File: config.mk
export PLATFORM = sky130hd
export DESIGN_NAME = rotation_matrix_to_quaternion_flat
export DESIGN_NICKNAME = d
export VERILOG_FILES = /design/src/rtl/core/rmq_pkg.sv /design/src/rtl/core/rmq_ifs.sv /design/src/rtl/core/rmq_select.sv /design/src/rtl/core/rmq_isqrt.sv /design/src/rtl/core/rmq_div.sv /design/src/rtl/core/rotation_matrix_to_quaternion.sv /design/src/flat_wrapper.sv
export SDC_FILE = /design/constraint.sdc
export NUM_CORES = 2
export LEC_CHECK = 0
export BUFFER_PORTS_ARGS = -buffer_cell sky130_fd_sc_hd__buf_2
export CORE_ASPECT_RATIO = 1.2
export CORE_MARGIN = 4
export CORE_UTILIZATION = 45
export CTS_CLUSTER_SIZE = 12
export DETAILED_ROUTE_END_ITERATION = 8
export PLACE_DENSITY_LB_ADDON = 0.15
export SLEW_MARGIN = 20
export SYNTH_ARGS = -nofsm -noshare
export SYNTH_HDL_FRONTEND = slang
export SYNTH_HIERARCHICAL = 1
export SYNTH_SLANG_ARGS = --single-unit
File: constraint.sdc
create_clock -name clk -period 55.4 [get_ports clk]
set_input_delay 11.08 -clock clk [delete_from_list [all_inputs] [get_ports clk]]
set_output_delay 11.08 -clock clk [all_outputs]
set_load 0.02 [all_outputs]
File: src/rtl/core/rmq_pkg.sv
// Shared constants and types for the rotation matrix to quaternion converter.
package rmq_pkg;
	localparam int FRAC_BITS = 14;
	localparam int EL_W      = 16;
	localparam int T_W       = EL_W + 2;
	localparam int RAD_W     = EL_W + 1;
	localparam int NUM_W     = EL_W + 1;
	localparam int ROOT_W    = 16;
	localparam int SQ_IN_W   = 2 * ROOT_W;
	localparam int SQ_REM_W  = ROOT_W + 2;
	localparam int SQ_ITER   = 2;
	localparam int SQ_STAGES = ROOT_W / SQ_ITER;
	localparam int DVD_W     = NUM_W + FRAC_BITS;
	localparam int DVS_W     = ROOT_W + 1;
	localparam int Q_W       = 16;
	localparam int DV_ITER   = 2;
	localparam int DV_STAGES = Q_W / DV_ITER;
	localparam int ONE       = 1 << FRAC_BITS;

	localparam logic signed [EL_W-1:0] Q_MAX = 16'sh7fff;
	localparam logic signed [EL_W-1:0] Q_MIN = 16'sh8000;

	typedef enum logic [1:0] {
		BR_TRACE = 2'd0,
		BR_X     = 2'd1,
		BR_Y     = 2'd2,
		BR_Z     = 2'd3
	} branch_t;

	typedef logic signed [NUM_W-1:0] num_t;

	typedef struct packed {
		branch_t               branch;
		logic [RAD_W-1:0]      rad;
		num_t [2:0]            n;
	} sel_t;

	typedef struct packed {
		branch_t               branch;
		logic [ROOT_W-1:0]     root;
		num_t [2:0]            n;
	} root_t;

	typedef struct packed {
		logic [DVS_W-1:0]      rem;
		logic [Q_W-1:0]        quot;
		logic [Q_W-1:0]        low;
		logic                  ovf;
		logic                  neg;
	} dv_lane_t;

	typedef struct packed {
		branch_t               branch;
		logic [ROOT_W-1:0]     root;
		dv_lane_t [2:0]        ln;
	} dv_t;
endpackage

File: src/rtl/core/rmq_ifs.sv
// Request channel interfaces: matrix in, quaternion out.
interface rmq_mat_if;
	import rmq_pkg::*;
	logic                   valid;
	logic                   ready;
	logic signed [EL_W-1:0] m00, m01, m02, m10, m11, m12, m20, m21, m22;
	modport source (output valid, m00, m01, m02, m10, m11, m12, m20, m21, m22,
		input ready);
	modport sink (input valid, m00, m01, m02, m10, m11, m12, m20, m21, m22,
		output ready);
endinterface

interface rmq_quat_if;
	import rmq_pkg::*;
	logic                   valid;
	logic                   ready;
	logic signed [EL_W-1:0] quat_x, quat_y, quat_z, quat_w;
	logic [1:0]             branch_used;
	modport source (output valid, quat_x, quat_y, quat_z, quat_w, branch_used,
		input ready);
	modport sink (input valid, quat_x, quat_y, quat_z, quat_w, branch_used,
		output ready);
endinterface

File: src/rtl/core/rmq_select.sv
// Branch choice, radicand and numerators, one register stage.
module rmq_select (
	input  logic          clk,
	input  logic          arst_n,
	rmq_mat_if.sink       mat,
	output logic          out_valid,
	input  logic          out_ready,
	output rmq_pkg::sel_t out_data
);
	import rmq_pkg::*;

	logic signed [T_W-1:0] a00, a11, a22, t, rsel;
	num_t                  d12, d20, d01, s01, s02, s12;
	sel_t                  nxt;
	sel_t                  sel_s1;
	logic                  v_s1;

	always_comb begin
		a00 = T_W'(mat.m00);
		a11 = T_W'(mat.m11);
		a22 = T_W'(mat.m22);
		t   = a00 + a11 + a22 + T_W'(ONE);
		d12 = NUM_W'(mat.m12) - NUM_W'(mat.m21);
		d20 = NUM_W'(mat.m20) - NUM_W'(mat.m02);
		d01 = NUM_W'(mat.m01) - NUM_W'(mat.m10);
		s01 = NUM_W'(mat.m01) + NUM_W'(mat.m10);
		s02 = NUM_W'(mat.m02) + NUM_W'(mat.m20);
		s12 = NUM_W'(mat.m12) + NUM_W'(mat.m21);
		if (!t[T_W-1] && (t != '0)) begin
			nxt.branch = BR_TRACE;
			rsel       = t;
			nxt.n      = {d01, d20, d12};
		end else if ((a00 >= a11) && (a00 >= a22)) begin
			nxt.branch = BR_X;
			rsel       = T_W'(ONE) + a00 - a11 - a22;
			nxt.n      = {d12, s02, s01};
		end else if (a11 >= a22) begin
			nxt.branch = BR_Y;
			rsel       = T_W'(ONE) + a11 - a00 - a22;
			nxt.n      = {d20, s12, s01};
		end else begin
			nxt.branch = BR_Z;
			rsel       = T_W'(ONE) + a22 - a00 - a11;
			nxt.n      = {d01, s12, s02};
		end
		nxt.rad = rsel[T_W-1] ? '0 : rsel[RAD_W-1:0];
	end

	assign mat.ready = !v_s1 || out_ready;

	always_ff @(posedge clk or negedge arst_n) begin
		if (!arst_n) begin
			v_s1 <= 1'b0;
		end else if (mat.ready) begin
			v_s1 <= mat.valid;
		end
	end

	always_ff @(posedge clk) begin
		if (mat.ready) begin
			sel_s1 <= nxt;
		end
	end

	assign out_valid = v_s1;
	assign out_data  = sel_s1;
endmodule

File: src/rtl/core/rmq_isqrt.sv
// Pipelined digit-by-digit square root, two root bits per stage.
module rmq_isqrt (
	input  logic           clk,
	input  logic           arst_n,
	input  logic           in_valid,
	output logic           in_ready,
	input  rmq_pkg::sel_t  in_data,
	output logic           out_valid,
	input  logic           out_ready,
	output rmq_pkg::root_t out_data
);
	import rmq_pkg::*;

	typedef struct packed {
		branch_t               branch;
		num_t [2:0]            n;
		logic [SQ_REM_W-1:0]   rem;
		logic [ROOT_W-1:0]     root;
		logic [SQ_IN_W-1:0]    x;
	} sq_t;

	function automatic sq_t sq_step(input sq_t a);
		sq_t                 b;
		logic [SQ_REM_W+1:0] cur, trial;
		b     = a;
		cur   = {a.rem, a.x[SQ_IN_W-1 -: 2]};
		trial = {2'b00, a.root, 2'b01};
		if (cur >= trial) begin
			b.rem  = SQ_REM_W'(cur - trial);
			b.root = {a.root[ROOT_W-2:0], 1'b1};
		end else begin
			b.rem  = cur[SQ_REM_W-1:0];
			b.root = {a.root[ROOT_W-2:0], 1'b0};
		end
		b.x = {a.x[SQ_IN_W-3:0], 2'b00};
		return b;
	endfunction

	sq_t  init;
	sq_t  sq_s [SQ_STAGES];
	logic vld  [SQ_STAGES];
	logic en   [SQ_STAGES];

	always_comb begin
		init.branch = in_data.branch;
		init.n      = in_data.n;
		init.rem    = '0;
		init.root   = '0;
		init.x      = {{(SQ_IN_W-RAD_W-FRAC_BITS){1'b0}}, in_data.rad, {FRAC_BITS{1'b0}}};
	end

	for (genvar k = 0; k < SQ_STAGES; k++) begin : g_stage
		sq_t  src, res;
		logic vsrc, enx;
		if (k == 0) begin : g_first
			assign src  = init;
			assign vsrc = in_valid;
		end else begin : g_rest
			assign src  = sq_s[k-1];
			assign vsrc = vld[k-1];
		end
		if (k == SQ_STAGES - 1) begin : g_last
			assign enx = out_ready;
		end else begin : g_mid
			assign enx = en[k+1];
		end
		assign en[k] = !vld[k] || enx;

		always_comb begin
			res = src;
			for (int j = 0; j < SQ_ITER; j++) begin
				res = sq_step(res);
			end
		end

		always_ff @(posedge clk or negedge arst_n) begin
			if (!arst_n) begin
				vld[k] <= 1'b0;
			end else if (en[k]) begin
				vld[k] <= vsrc;
			end
		end

		always_ff @(posedge clk) begin
			if (en[k]) begin
				sq_s[k] <= res;
			end
		end
	end

	assign in_ready        = en[0];
	assign out_valid       = vld[SQ_STAGES-1];
	assign out_data.branch = sq_s[SQ_STAGES-1].branch;
	assign out_data.root   = sq_s[SQ_STAGES-1].root;
	assign out_data.n      = sq_s[SQ_STAGES-1].n;
endmodule

File: src/rtl/core/rmq_div.sv
// Three-lane pipelined scaled divider n * ONE / 2r with rounding and overflow flag.
module rmq_div (
	input  logic           clk,
	input  logic           arst_n,
	input  logic           in_valid,
	output logic           in_ready,
	input  rmq_pkg::root_t in_data,
	output logic           out_valid,
	input  logic           out_ready,
	output rmq_pkg::dv_t   out_data
);
	import rmq_pkg::*;

	localparam int NST = DV_STAGES + 1;

	function automatic dv_t dv_prep(input root_t a);
		dv_t              b;
		logic [NUM_W-1:0] mag;
		logic [DVD_W-1:0] dvd;
		logic [DVS_W-1:0] dvs;
		b.branch = a.branch;
		b.root   = a.root;
		dvs      = {a.root, 1'b0};
		for (int i = 0; i < 3; i++) begin
			mag           = a.n[i][NUM_W-1] ? NUM_W'(-a.n[i]) : NUM_W'(a.n[i]);
			dvd           = {mag, {FRAC_BITS{1'b0}}} + DVD_W'(a.root);
			b.ln[i].ovf   = {1'b0, dvd} >= {dvs, {(Q_W-1){1'b0}}};
			b.ln[i].neg   = a.n[i][NUM_W-1];
			b.ln[i].rem   = DVS_W'(dvd[DVD_W-1:Q_W]);
			b.ln[i].low   = dvd[Q_W-1:0];
			b.ln[i].quot  = '0;
		end
		return b;
	endfunction

	function automatic dv_t dv_step(input dv_t a);
		dv_t              b;
		logic [DVS_W:0]   cur, dd;
		b  = a;
		dd = {1'b0, a.root, 1'b0};
		for (int i = 0; i < 3; i++) begin
			cur = {a.ln[i].rem, a.ln[i].low[Q_W-1]};
			if (cur >= dd) begin
				b.ln[i].rem  = DVS_W'(cur - dd);
				b.ln[i].quot = {a.ln[i].quot[Q_W-2:0], 1'b1};
			end else begin
				b.ln[i].rem  = cur[DVS_W-1:0];
				b.ln[i].quot = {a.ln[i].quot[Q_W-2:0], 1'b0};
			end
			b.ln[i].low = {a.ln[i].low[Q_W-2:0], 1'b0};
		end
		return b;
	endfunction

	dv_t  dv_s [NST];
	logic vld  [NST];
	logic en   [NST];

	for (genvar k = 0; k < NST; k++) begin : g_stage
		dv_t  res;
		logic vsrc, enx;
		if (k == 0) begin : g_first
			assign res  = dv_prep(in_data);
			assign vsrc = in_valid;
		end else begin : g_rest
			always_comb begin
				res = dv_s[k-1];
				for (int j = 0; j < DV_ITER; j++) begin
					res = dv_step(res);
				end
			end
			assign vsrc = vld[k-1];
		end
		if (k == NST - 1) begin : g_last
			assign enx = out_ready;
		end else begin : g_mid
			assign enx = en[k+1];
		end
		assign en[k] = !vld[k] || enx;

		always_ff @(posedge clk or negedge arst_n) begin
			if (!arst_n) begin
				vld[k] <= 1'b0;
			end else if (en[k]) begin
				vld[k] <= vsrc;
			end
		end

		always_ff @(posedge clk) begin
			if (en[k]) begin
				dv_s[k] <= res;
			end
		end
	end

	assign in_ready  = en[0];
	assign out_valid = vld[NST-1];
	assign out_data  = dv_s[NST-1];
endmodule

File: src/rtl/core/rotation_matrix_to_quaternion.sv
// Top level: 3x3 rotation matrix (Q2.14) to unit quaternion, Shepperd's method.
// Stages in order: select, square root, divider, output register.
// Throughput one matrix per cycle while the output is ready; every stage moves when it is empty or the next moves.
// A stalled output holds its request while bubbles upstream are still filled.
// Reset clears the valid bits of all stages; data registers are not reset.
module rotation_matrix_to_quaternion (
	input  logic      clk,
	input  logic      arst_n,
	rmq_mat_if.sink   mat,
	rmq_quat_if.source quat
);
	import rmq_pkg::*;

	logic  sel_valid, sel_ready, rt_valid, rt_ready, dv_valid, dv_ready;
	sel_t  sel_data;
	root_t rt_data;
	dv_t   dv_data;
	logic  vld_q;
	logic signed [EL_W-1:0] big, c1, c2, c3;

	rmq_select u_select (
		.clk      (clk),
		.arst_n   (arst_n),
		.mat      (mat),
		.out_valid(sel_valid),
		.out_ready(sel_ready),
		.out_data (sel_data)
	);

	rmq_isqrt u_isqrt (
		.clk      (clk),
		.arst_n   (arst_n),
		.in_valid (sel_valid),
		.in_ready (sel_ready),
		.in_data  (sel_data),
		.out_valid(rt_valid),
		.out_ready(rt_ready),
		.out_data (rt_data)
	);

	rmq_div u_div (
		.clk      (clk),
		.arst_n   (arst_n),
		.in_valid (rt_valid),
		.in_ready (rt_ready),
		.in_data  (rt_data),
		.out_valid(dv_valid),
		.out_ready(dv_ready),
		.out_data (dv_data)
	);

	function automatic logic signed [EL_W-1:0] comp(input dv_lane_t l,
		input logic zero);
		logic signed [EL_W-1:0] v;
		if (zero) begin
			v = '0;
		end else if (l.ovf) begin
			v = l.neg ? Q_MIN : Q_MAX;
		end else begin
			v = l.neg ? EL_W'(-l.quot) : EL_W'(l.quot);
		end
		return v;
	endfunction

	always_comb begin
		big = (dv_data.root == '0) ? '0 :
			EL_W'(({1'b0, dv_data.root} + (ROOT_W+1)'(1)) >> 1);
		c1  = comp(dv_data.ln[0], dv_data.root == '0);
		c2  = comp(dv_data.ln[1], dv_data.root == '0);
		c3  = comp(dv_data.ln[2], dv_data.root == '0);
	end

	assign dv_ready   = !vld_q || quat.ready;
	assign quat.valid = vld_q;

	always_ff @(posedge clk or negedge arst_n) begin
		if (!arst_n) begin
			vld_q <= 1'b0;
		end else if (dv_ready) begin
			vld_q <= dv_valid;
		end
	end

	always_ff @(posedge clk) begin
		if (dv_ready) begin
			quat.branch_used <= dv_data.branch;
			case (dv_data.branch)
				BR_TRACE: begin
					quat.quat_w <= big; quat.quat_x <= c1;
					quat.quat_y <= c2;  quat.quat_z <= c3;
				end
				BR_X: begin
					quat.quat_x <= big; quat.quat_y <= c1;
					quat.quat_z <= c2;  quat.quat_w <= c3;
				end
				BR_Y: begin
					quat.quat_y <= big; quat.quat_x <= c1;
					quat.quat_z <= c2;  quat.quat_w <= c3;
				end
				default: begin
					quat.quat_z <= big; quat.quat_x <= c1;
					quat.quat_y <= c2;  quat.quat_w <= c3;
				end
			endcase
		end
	end

	a_trace_w_pos: assert property (@(posedge clk) disable iff (!arst_n)
		(quat.valid && (quat.branch_used == BR_TRACE)) |-> !quat.quat_w[EL_W-1])
		else $error("root component w negative on trace path");
	a_x_pos: assert property (@(posedge clk) disable iff (!arst_n)
		(quat.valid && (quat.branch_used == BR_X)) |-> !quat.quat_x[EL_W-1])
		else $error("root component x negative");
	a_y_pos: assert property (@(posedge clk) disable iff (!arst_n)
		(quat.valid && (quat.branch_used == BR_Y)) |-> !quat.quat_y[EL_W-1])
		else $error("root component y negative");
	a_z_pos: assert property (@(posedge clk) disable iff (!arst_n)
		(quat.valid && (quat.branch_used == BR_Z)) |-> !quat.quat_z[EL_W-1])
		else $error("root component z negative");
endmodule
File: src/flat_wrapper.sv
// flat-port wrapper written by rule: the top's interface ports become plain ports
module rotation_matrix_to_quaternion_flat import rmq_pkg::*;
  (clk, arst_n, mat_valid, mat_m00, mat_m01, mat_m02, mat_m10, mat_m11, mat_m12, mat_m20, mat_m21, mat_m22, mat_ready, quat_valid, quat_quat_x, quat_quat_y, quat_quat_z, quat_quat_w, quat_branch_used, quat_ready);
  rmq_mat_if mat_i ();
  rmq_quat_if quat_i ();
  input  logic clk;
  input  logic arst_n;
  input wire logic [$bits(mat_i.valid)-1:0] mat_valid;
  input wire logic [$bits(mat_i.m00)-1:0] mat_m00;
  input wire logic [$bits(mat_i.m01)-1:0] mat_m01;
  input wire logic [$bits(mat_i.m02)-1:0] mat_m02;
  input wire logic [$bits(mat_i.m10)-1:0] mat_m10;
  input wire logic [$bits(mat_i.m11)-1:0] mat_m11;
  input wire logic [$bits(mat_i.m12)-1:0] mat_m12;
  input wire logic [$bits(mat_i.m20)-1:0] mat_m20;
  input wire logic [$bits(mat_i.m21)-1:0] mat_m21;
  input wire logic [$bits(mat_i.m22)-1:0] mat_m22;
  output wire logic [$bits(mat_i.ready)-1:0] mat_ready;
  output wire logic [$bits(quat_i.valid)-1:0] quat_valid;
  output wire logic [$bits(quat_i.quat_x)-1:0] quat_quat_x;
  output wire logic [$bits(quat_i.quat_y)-1:0] quat_quat_y;
  output wire logic [$bits(quat_i.quat_z)-1:0] quat_quat_z;
  output wire logic [$bits(quat_i.quat_w)-1:0] quat_quat_w;
  output wire logic [$bits(quat_i.branch_used)-1:0] quat_branch_used;
  input wire logic [$bits(quat_i.ready)-1:0] quat_ready;
  assign mat_i.valid = mat_valid;
  assign mat_i.m00 = mat_m00;
  assign mat_i.m01 = mat_m01;
  assign mat_i.m02 = mat_m02;
  assign mat_i.m10 = mat_m10;
  assign mat_i.m11 = mat_m11;
  assign mat_i.m12 = mat_m12;
  assign mat_i.m20 = mat_m20;
  assign mat_i.m21 = mat_m21;
  assign mat_i.m22 = mat_m22;
  assign mat_ready = mat_i.ready;
  assign quat_valid = quat_i.valid;
  assign quat_quat_x = quat_i.quat_x;
  assign quat_quat_y = quat_i.quat_y;
  assign quat_quat_z = quat_i.quat_z;
  assign quat_quat_w = quat_i.quat_w;
  assign quat_branch_used = quat_i.branch_used;
  assign quat_i.ready = quat_ready;
  rotation_matrix_to_quaternion u_core (.clk(clk), .arst_n(arst_n), .mat(mat_i), .quat(quat_i));
endmodule
# Word-level counts from Yosys, hierarchy flattened
# Memories as Yosys holds them, arrays and structs flattened.
# Cells that the tools add are included.
[totals]
regBits = 155
ram_bits = 2459
in_bits = 148
out_inout_bits = 68
elab_cells = 368
memories = 2
[mem_list]
columns = ["memory", "words", "word_bits", "read_ports", "rd_ports_with_merged_regs", "wr", "line", "rtl"]
rows = [
  ["u_core.u_div.dv_s", 9, 171, 9, 0, 9, "rmq_div.sv:55", "dv_t dv_s [NST];"],
  ["u_core.u_isqrt.sq_s", 8, 115, 8, 0, 8, "rmq_isqrt.sv:40", "sq_t sq_s [SQ_STAGES];"],
]
[op_classes]
n_addsub = 92
order_cmp = 70
n_eq_ne = 2
n_mux = 126
n_reduce_logical = 46
[op_table]
columns = ["op", "n"]
rows = [
  ["2-to-1 mux 33 bit", 48],
  ["greater-or-equal comparator 18 x 17 -> 1 bit", 48],
  ["subtractor 17 bit", 48],
  ["2-to-1 mux 34 bit", 16],
  ["greater-or-equal comparator 20 x 18 -> 1 bit", 15],
  ["subtractor 18 bit", 15],
  ["2-to-1 mux 16 bit", 15],
  ["2-to-1 mux 51 bit", 3],
  ["greater-or-equal comparator 31 x 32 -> 1 bit", 3],
  ["adder 31 x 16 -> 31 bit", 3],
  ["adder 16 x 16 -> 17 bit", 4],
  ["one-hot mux 16 bit (2 select lines)", 2],
  ["2-to-1 mux 18 bit", 3],
  ["subtractor 17 x 16 -> 18 bit", 3],
  ["subtractor 18 x 16 -> 18 bit", 3],
  ["adder 16 x 16 -> 17 bit, first input constant", 3],
  ["2-to-1 mux 17 bit", 3],
  ["negator 17 bit", 3],
  ["subtractor 16 x 16 -> 17 bit", 3],
  ["greater-or-equal comparator 16 bit", 3],
  ["negator 16 bit", 3],
  ["2-to-1 mux 1 bit", 36],
  ["zero test 1 bit", 20],
  ["logical OR 1 bit", 19],
  ["other kinds (12)", 14],
]

# Longest topological paths before layout
[depth]
depth_word = 21
ltp_mapped = 25
mapped_depth_nobuf = 24

# Cells and area by module
# The synthesis kept the hierarchy.
[by_module_without_submodules]
columns = ["mod", "instances", "cells_per_inst", "area_per_inst_um2", "seq_area_each_um2"]
rows = [
  ["rmq_div", 1, 7298, 73361.6, 26350.3],
  ["rmq_isqrt", 1, 1918, 28139.5, 19358.6],
  ["rmq_select", 1, 1731, 15190.8, 2127.0],
  ["rotation_matrix_to_quaternion", 1, 565, 5218.8, 2006.9],
]

# Worst setup path before layout
# OpenSTA, ideal clock, no wires.
[synth_path]
kind = "input -> output"
start = "in quat_ready"
end = "out mat_ready"
arrival_ns = 27.667
required_ns = 44.320
path_slack_ns = 16.653
cell_stages = 14
n_path_buf = 0
path_cell_list = "nand2b_1 > nor2b_1 > and2_1 > and3_1 > nand3_1 > nor2_1 > nand3_1 > nor2b_1 > nand3_1 > nor2_1 > nand3_1 > inv_1 > nand3_1 > nand2b_1"
[synth_between]
elab_chain_cells = 19
[synth_rtl]
columns = ["item", "line", "rtl"]
rows = [
  ["from (decl)", "flat_wrapper.sv:25", "input wire logic [$bits(quat_i.ready)-1:0] quat_ready;"],
  ["logical OR 1 bit", "rotation_matrix_to_quaternion.sv:73", "assign dv_ready = !vld_q || quat.ready;"],
  ["logical OR 1 bit (6 in a row)", "rmq_div.sv:79", "assign en[k] = !vld[k] || enx;"],
  ["named net u_core.u_div.g_stage[2].enx", "rmq_div.sv:61", "logic vsrc, enx;"],
  ["logical OR 1 bit (3 in a row)", "rmq_div.sv:79", ""],
  ["named net u_core.rt_ready", "rotation_matrix_to_quaternion.sv:14", "logic sel_valid, sel_ready, rt_valid, rt_ready, dv_valid, dv_ready;"],
  ["logical OR 1 bit (3 in a row)", "rmq_isqrt.sv:67", "assign en[k] = !vld[k] || enx;"],
  ["named net u_core.u_isqrt.g_stage[4].enx", "rmq_isqrt.sv:54", "logic vsrc, enx;"],
  ["logical OR 1 bit (3 in a row)", "rmq_isqrt.sv:67", ""],
  ["named net u_core.u_isqrt.g_stage[1].enx", "rmq_isqrt.sv:54", ""],
  ["logical OR 1 bit (2 in a row)", "rmq_isqrt.sv:67", ""],
  ["named net u_core.sel_ready", "rotation_matrix_to_quaternion.sv:14", ""],
  ["logical OR 1 bit", "rmq_select.sv:49", "assign mat.ready = !v_s1 || out_ready;"],
  ["to (decl)", "flat_wrapper.sv:18", "output wire logic [$bits(mat_i.ready)-1:0] mat_ready;"],
]
# The timed path passes the listed nets, and every way through them passes these cells.

# Final worst setup path
[layout_path]
start = "in quat_ready"
end = "out mat_ready"
[layout_between]
elab_chain_cells = 19
[layout_rtl]
columns = ["item", "line"]
rows = [
  ["logical OR 1 bit", "rotation_matrix_to_quaternion.sv:73"],
  ["named net u_core.dv_ready", "rotation_matrix_to_quaternion.sv:14"],
  ["logical OR 1 bit (6 in a row)", "rmq_div.sv:79"],
  ["named net u_core.u_div.g_stage[2].enx", "rmq_div.sv:61"],
  ["logical OR 1 bit (3 in a row)", "rmq_div.sv:79"],
  ["named net u_core.rt_ready", "rotation_matrix_to_quaternion.sv:14"],
  ["logical OR 1 bit (3 in a row)", "rmq_isqrt.sv:67"],
  ["named net u_core.u_isqrt.g_stage[4].enx", "rmq_isqrt.sv:54"],
  ["logical OR 1 bit (3 in a row)", "rmq_isqrt.sv:67"],
  ["named net u_core.u_isqrt.g_stage[1].enx", "rmq_isqrt.sv:54"],
  ["logical OR 1 bit (2 in a row)", "rmq_isqrt.sv:67"],
  ["named net u_core.sel_ready", "rotation_matrix_to_quaternion.sv:14"],
  ["logical OR 1 bit", "rmq_select.sv:49"],
]
# The timed path passes the listed nets, and every way through them passes these cells.

==> run summary <==
The worst register-to-register path ends at u_core/u_div/dv_s[0][418]. For the final count of hold timing violations, the log shows 0. Final cycle utilization of the critical path: 0.510. Synthesis produced a netlist with a net count of 12671. Leaving out fill and tap cells, the most frequent cells in the layout are sky130_fd_sc_hd__edfxtp_1, sky130_fd_sc_hd__ha_1, sky130_fd_sc_hd__a21oi_1, sky130_fd_sc_hd__inv_1, sky130_fd_sc_hd__nor2_1. Following the worst setup path forward leads to its endpoint at mat_ready. The tools report the leftover overflow at the end of global routing as 0. On the critical path the largest part of the delay comes from simple AND/OR/NAND/NOR gates. The tools report the startpoint of the worst setup timing path as quat_ready. The tools report the number of antenna violations at the first check in global routing as 14. The tools report the reg-to-reg startpoint as u_core/u_div/dv_s[0][265].

The pre-antenna-repair detailed-routing pass consisted of 6 iterations. The run gives 271000 sq um as the floorplan die area. After the last flow step, the layout net total stands at 12834. Estimated wirelength of the detail-placed design: 250 mm. Relative max-transition margin: 0.268. TritonCTS built the clock tree. VDD sags by at most 0.0384 mV. The maximum clock rate is 35.4 MHz. Global routing usage summed across all routing layers: 0.225. After detailed routing, the number of vias per cell comes to 5.80.

The flow ran to the end, and the final reports show no timing, DRC or antenna violations. Setup violations remaining at the end of the flow were counted as 0. STA puts the critical path data arrival time at 17.16 ns.

Once the clock tree was built, the setup fixing pass inserted 0 buffers. Counting buffers and inverters, the worst setup path is 18 cells deep. The clock passes through at most 4 buffers.

The cell area that synthesis handed to floorplanning was 118000 sq um. For the worst flop-to-flop path, the logic depth is 21. The category of the worst setup path capture point was a primary output. The power share of the clock group is 0.120. The critical path data required time came out at 44.32 ns. Final core utilization: 0.492. The first global-routing pass estimated 483 mm of wire. In this run the static leakage power is 0.0540 uW. The average wire per standard cell is 21.1 um.

The share of post-route cells with drive strength above 1 is 0.109. After clock tree synthesis, the clock-pin slew on the worst setup and hold paths is 0.06 ns. The critical path is of the primary input to primary output type.

Startpoint class of the critical path: a primary input. The tools report the effective utilization at floorplan as 0.453. Traced cell by cell, the critical path runs through buf_2 -> nand2b_2 -> buf_4 -> nor2b_1 -> and2_1 -> and3_1 -> nand3_4 -> nor2_1 -> buf_4 -> nand3_4 -> nor2b_1 -> nand3_4 -> nor2_1 -> nand3_4 -> inv_1 -> nand3_4 -> nand2b_4 -> buf_2. The die boundary height came out at 569 um. The H-tree was split into 4 levels. The total DRC errors in the routed layout is 0. The run gives 4070 uW as the switching component of the power. In this run, placement finished with an instance count of 14548. The first routing iteration left 5412 violations. The worst clock skew on the final layout is 0.110 ns, and the proportion of power drawn by combinational gates is 0.603. The critical path's slowest cell is sky130_fd_sc_hd__nor2b_1. The area growth from synthesis to final layout was 8.48%; the total negative slack was 0 ns.

The run gives 86 as the pin count of the biggest net entering global routing. The internal power of the cells totals 5390 uW. The tools report the site row count as 205. Residual antenna-violating net count after detailed routing: 0.

Counting the buffers created by CTS gives 179. The layout has 23531 filler cells. At the later pin of the worst-skew pair, clock insertion delay measures 0.86 ns.

Of all nets on the critical path, the largest fanout is 68. During placement, the flow inserted port buffers numbering 215. Averaged over all synthesized cells, the footprint is 10.6 sq um. For the fraction of power consumed by sequential logic, the log shows 0.277.

After detailed routing, the total wire length is 314 mm. For the clock sink count, the log shows 1615. For this run, the number of standard cells in the final layout without fillers is 14852.

The library cell used most frequently in the layout, excluding fill and tap cells, is sky130_fd_sc_hd__edfxtp_1. The transition time at the pin with the least slew margin was 1.10 ns; the number of global-route vias before repair was 85501. The count of synthesis-stage warnings from yosys came out at 6.

The tightest min-delay check is of the register to register type. The switching share of total power was 0.430. Setup repair after global routing left no endpoint under its margin. The floorplan die width is 476 um. The most numerous cell type found on the critical path is sky130_fd_sc_hd__nand3_4.

216 I/O pins were placed. The final route contains 86091 vias. The register-to-register setup slack was 47.92 ns. Synthesis produced 11152 cells. The power after layout is 9460 uW.

On the worst path, the slowest cell contributes a delay of 0.61 ns. After clock tree synthesis, the repair step resized 0 gates. The total area inside the core boundary comes to 261000 sq um. The tools report the count of hold buffers inserted by post-cts repair as 0. The power density over the cells was 73.8 nW/um^2; the count of buffer and inverter cells on the critical path was 5. The tool flagged a number of max-cap violations equal to 0. The number of slew-limit violations in the final report is 0, and the final period demand of the worst path is 28.24 ns.

The congestion estimate from routability-driven global placement came to 0.969. The cell at the root of the clock tree was sky130_fd_sc_hd__clkbuf_16.
==> per-layer routing <==
metal / vias to the layer above / wire length [um] / GRT usage
met3: 637 / 12100 / 0.0223
met5: - / 13 / 0
met4: 2 / 14800 / 0.0953
met1: 41428 / 128000 / 0.269
met2: 2173 / 159000 / 0.411
li1: 41851 / - / -
==> sequential cells by signal (all words and copies together) (netlist names), 2 cells and up <==
name	flops
u_core/u_div/dv_s	822
u_core/u_div/g_stage.vsrc	8
u_core/quat.quat_x	16
u_core/quat.quat_z	16
u_core/u_select/out_data	70
u_core/quat.branch_used	2
u_core/quat.quat_w	16
u_core/u_isqrt/g_stage.vsrc	7
u_core/u_isqrt/sq_s	638
u_core/quat.quat_y	16
==> final cells by class <==
| class | count | area [sq um] | share of cell area |
|---|---|---|---|
| Clock inverter | 60 | 728 | 0.00568 |
| Tap cell | 3415 | 4270 | 0.0333 |
| Antenna cell | 3 | 7.51 | 0.0000586 |
| Timing Repair Buffer | 290 | 1640 | 0.0128 |
| Multi-Input combinational cell | 8474 | 65500 | 0.511 |
| Sequential cell | 1615 | 48400 | 0.378 |
| Clock buffer | 240 | 4810 | 0.0375 |
| Inverter | 755 | 2840 | 0.0222 |
==> through the flow <==
step | hold WS (ns) | setup slack, ns | instance area, sq um
after CTS | 0.365 | 27.18 | 128000
after detailed placement | 0.405 | 27.25 | 123000
after floorplan | 0.400 | 16.65 | 118000
after global routing | 0.366 | 26.50 | 128000
after global placement | 0.400 | 27.27 | 123000
final | 0.364 | 27.16 | 128000
==> power by group through the flow <==
stage	registers [uW]	clock network [uW]	logic (uW)
2_1_floorplan	2460	0	4340
3_3_place_gp	2640	0	5530
3_5_place_dp	2650	0	5640
4_1_cts	2630	1180	5690
5_1_grt	2680	1230	6270
6_report	2620	1140	5710
==> worst min-delay path by stage <==
stage                                      from                           to  cells after the start
floorplan             u_core/u_div/dv_s[0][842]   u_core/u_div/dv_s[0][1009]                      0
global placement    u_core/u_isqrt/sq_s[1][318]  u_core/u_isqrt/sq_s[1][429]                      0
detailed placement    u_core/u_div/dv_s[0][958]   u_core/u_div/dv_s[0][1125]                      0
CTS                 u_core/u_isqrt/sq_s[0][202]  u_core/u_isqrt/sq_s[0][313]                      0
global route        u_core/u_isqrt/sq_s[0][202]  u_core/u_isqrt/sq_s[0][313]                      0
finish              u_core/u_isqrt/sq_s[0][202]  u_core/u_isqrt/sq_s[0][313]                      0
Power figures use the tool's default switching activity.
